## src/rtl/spaq_pkg.sv

```systemverilog
// ----------------------------------------------------------------------------
// spaq_pkg
// Shared types and constants for the sorted array priority queue.
// ----------------------------------------------------------------------------
package spaq_pkg;

    localparam int DEPTH   = 64;
    localparam int CNT_W   = $clog2(DEPTH + 1);
    localparam int DATA_W  = 32;
    localparam int OCC_W   = 7;

    localparam logic REQ_ENQ = 1'b0;
    localparam logic REQ_DEQ = 1'b1;

    typedef enum logic [1:0] {
        ST_OK        = 2'd0,
        ST_OVERFLOW  = 2'd1,
        ST_UNDERFLOW = 2'd2
    } t_status;

    typedef struct packed {
        logic                     req_type;
        logic signed [DATA_W-1:0] push_value;
    } t_req;

    typedef struct packed {
        logic [1:0]               status;
        logic signed [DATA_W-1:0] pop_value;
        logic [OCC_W-1:0]         occupancy;
    } t_rsp;

    typedef struct packed {
        logic                     enq;
        logic                     deq;
        logic signed [DATA_W-1:0] value;
    } t_cell_ctl;

endpackage

```

## src/rtl/spaq_cell.sv

```systemverilog
// ----------------------------------------------------------------------------
// spaq_cell
// One storage cell of the sorted row, largest value at the head.
// ----------------------------------------------------------------------------
module spaq_cell
    import spaq_pkg::*;
(
    input  logic                     i_clk,
    input  t_cell_ctl                i_ctl,
    input  logic                     i_occupied,
    input  logic                     i_prev_gt,
    input  logic signed [DATA_W-1:0] i_prev_val,
    input  logic signed [DATA_W-1:0] i_next_val,
    output logic                     o_gt,
    output logic signed [DATA_W-1:0] o_val
);

    logic signed [DATA_W-1:0] r_val;
    logic signed [DATA_W-1:0] n_val;

    assign o_gt  = i_occupied && (r_val > i_ctl.value);
    assign o_val = r_val;

    always_comb begin
        n_val = r_val;
        if (i_ctl.enq && !o_gt) begin
            n_val = i_prev_gt ? i_ctl.value : i_prev_val;
        end else if (i_ctl.deq) begin
            n_val = i_next_val;
        end
    end

    always_ff @(posedge i_clk) begin
        r_val <= n_val;
    end

endmodule

```

## config.mk

```make
export PLATFORM = sky130hd
export DESIGN_NAME = spaq_cell
export DESIGN_NICKNAME = d
export VERILOG_FILES = /design/src/rtl/spaq_pkg.sv /design/src/rtl/spaq_cell.sv
export SDC_FILE = /design/constraint.sdc
export NUM_CORES = 1
export LEC_CHECK = 0
export ABC_CLOCK_PERIOD_IN_PS = 5700
export BUFFER_PORTS_ARGS = -buffer_cell sky130_fd_sc_hd__buf_4
export CAP_MARGIN = 20
export CORE_MARGIN = 8
export CORE_UTILIZATION = 51
export CTS_CLUSTER_SIZE = 16
export DETAILED_ROUTE_END_ITERATION = 8
export GPL_TIMING_DRIVEN = 0
export PLACE_DENSITY = 0.87
export SLEW_MARGIN = 15
export SYNTH_ARGS = -nofsm -noshare
export SYNTH_HDL_FRONTEND = slang
export SYNTH_SLANG_ARGS = --single-unit
```

## constraint.sdc

```tcl
create_clock -name i_clk -period 5.7 [get_ports i_clk]
set_input_delay 0.855 -clock i_clk [delete_from_list [all_inputs] [get_ports i_clk]]
set_output_delay 0.855 -clock i_clk [all_outputs]
set_load 0.01 [all_outputs]
```

==> impl_metrics.ini <==
[die]
fp.coreArea_um2 = 5140
start_util = 0.5329
chipHeight_um = 89.28
die_w_um = 89.28
rows = 26
io_pins = 134
fp.dieArea_um2 = 7971

[synthesis]
synthTopCellsByCount = 35 x inv_1, 35 x mux2_2, 32 x edfxtp_1, 32 x ha_1, 29 x mux2_4
synth.largest_area_cell = edfxtp_1
synth_enable_flop_cells = 32
synth_area_um2 = 2739
avgSynthCellArea_um2 = 11.91
synth_top_area_frac = 0.3508
async_reset_ff_frac = 0
synth.net_count = 363
synthTopCellsByArea = edfxtp_1 35%, mux2_4 16%, ha_1 15%, mux2_2 14%, inv_1 4.8%
ys_types = 28
netlist_instances = 230
yosysSeqAreaShare = 0.3508
ys_ff_latch = 32
ys_warn_count = 0
ys.flop_type = edfxtp_1

[place]
placement.io_buffers = 132
dpl_cell_area_um2 = 3847
globalplace.congestion = 0.8431
place_hpwl_mm = 6.495
dp_cells = 433

[cts]
post_cts.repair.setup_buffers = 0
cts.clk_slew.worst_paths_ns = 0.07
cts_hold_buf = 0
clock_sinks = 32
clock_latency_ns = 0.28
cts_tree = done
h-tree-depth = 2
cts_root_buf = clkbuf_8
cts_resized = 0
cts_buffers = 5
cts_buffer_depth = 2

[grt]
grt_antenna_before_repair = 0
track_usage = 0.1950
grt_pass1_vias = 2499
grt_remaining_overflow = 0
grt_max_degree = 24
grt_pass1_wl_mm = 11.90

[route]
drtIter0Drc = 96
wl_per_cell_um = 17.68
drt-total-wl_mm = 7.799
ant_nets = 0
via_count = 2264
first_pass_iters = 4
drcViolationCount = 0
avgViaCountPerCell = 5.134

[power_and_ir_drop]
seq_power_share = 0.355
vdd_drop_max_v = 0.0001691
p_leak_nw = 1.963
power_switching_mw = 0.3182
clkPwrFrac = 0.166
internal_power_mw = 0.6863
power_frac_comb = 0.479
switching_share = 0.3168
power_density_nw_per_um2 = 255.8

[cells_and_area]
final_net_count = 503
largest_reg_flops = 32
area_growth_pct = 43.40
design_area_um2 = 3928
drive_gt1_frac = 0.5660
diodes = 0
fillers = 370
final-instance-count-excl-fill = 441

[outcome]
outcome = finished, final reports clean

[setup_path]
r2r_slack_ns = 2.68
crit_end = o_gt
crit_arrival_ns = 2.68
startpoint = i_ctl[23]
critPathLaunchType = input port
reg2regPathDepth = 10
cp.required_ns = 4.85
endpoint_kind = output port
rr_endpoint = o_val[7]
timing.rr.start = o_val[7]
crit_type = input port to output port
cp_max_fo = 3

[timing]
post-route-min-period_ns = 3.532
clock_skew_ns = 0.006962
fmax_mhz = 283.1
timing.final.hold_violations = 0
fin_tns_setup_ns = 0
maxSlewViolCount = 0
finalSetupViolCount = 0
slew_headroom = 0.5724
worst_pin_slew_ns = 0.6414
post-route-period-util = 0.6197
rsz0062_at_grt = no

[job]
maxCapViolations = 0

[worst_hold_path]
min_path_type = input port to register
-- stage by stage --
stage          hold slack, ns  setup slack [ns]    util  total power, mW
2_1_floorplan           1.073             2.045       -           0.6418
3_3_place_gp            1.154             1.410  0.7427           0.8202
3_5_place_dp            1.158             2.109  0.7485           0.8423
4_1_cts                0.8751             2.139  0.7641            1.008
5_1_grt                0.8745             2.010  0.7641            1.061
6_report               0.8762             2.168  0.7641            1.005
-- placed cells by master (no fill, tap or decap), types with 2 or more instances in the layout --
master    synthesis  layout
nor3_1            3       3
clkbuf_8          0       5
buf_4             0     132
nand3_1           3       3
nand2_1          13      13
nor2_1            2       2
o21ai_0           4       4
clkbuf_1          4       6
mux2_2           35      35
o211ai_1          2       2
buf_12            3       3
inv_1            35      35
a221oi_1          3       3
a21oi_1          12      12
mux2_4           29      29
edfxtp_1         32      32
nand4_1           6       6
ha_1             32      32
-- worst min-delay path by stage --
stage / start / to / slack (ns) / depth (start not counted)
3_5_place_dp: i_next_val[10] / o_val[10] / 1.16 / 2
4_1_cts: i_next_val[15] / o_val[15] / 0.88 / 2
6_report: i_next_val[15] / o_val[15] / 0.88 / 2
3_3_place_gp: i_next_val[18] / o_val[18] / 1.15 / 2
5_1_grt: i_next_val[15] / o_val[15] / 0.87 / 2
2_1_floorplan: i_next_val[10] / o_val[10] / 1.07 / 1
-- metal layers --
layer,GRT usage,up-vias,wire length (µm)
met3,0.04963,6,488
met4,0.04532,0,95
met2,0.3697,72,4211
met5,0,-,0
li1,-,1120,-
met1,0.2093,1066,3002
-- logic make-up after synthesis --
group,count (synthesis),share of synthesized area
flops,32,0.3508
compound gates,26,0.05848
buf+inv,43,0.07949
fa+ha+maj,32,0.1462
mux,64,0.3029
simple gates,33,0.06213
-- power by group through the flow --
| stage | registers (mW) | clock network [mW] | logic, mW |
|---|---|---|---|
| 6_report | 0.356 | 0.167 | 0.481 |
| 5_1_grt | 0.363 | 0.177 | 0.521 |
| 4_1_cts | 0.356 | 0.168 | 0.485 |
| 3_5_place_dp | 0.361 | 0 | 0.482 |
| 3_3_place_gp | 0.360 | 0 | 0.461 |
| 2_1_floorplan | 0.382 | 0 | 0.260 |
-- worst max-delay path, stage by stage --
cell and delay, ns:
buf_4 0.08, inv_1 0.03, ha_1 0.31, nand4_1 0.16
nor3_1 0.25, nand2_1 0.14, or3_1 0.38, o21ai_2 0.10
o211ai_1 0.11, o31ai_1 0.08, buf_4 0.17
-- final cells by class --
type                            count  area (µm²)  area share
Buffer                              8       86.33     0.02198
Clock buffer                        7       76.32     0.01943
Clock inverter                      1       3.754   0.0009557
Inverter                           35       131.4     0.03345
Multi-Input combinational cell    155        1563      0.3979
Sequential cell                    32       960.9      0.2447
Tap cell                           70       87.58     0.02230
Timing Repair Buffer              133        1018      0.2593
Power figures use the tool's default switching activity.
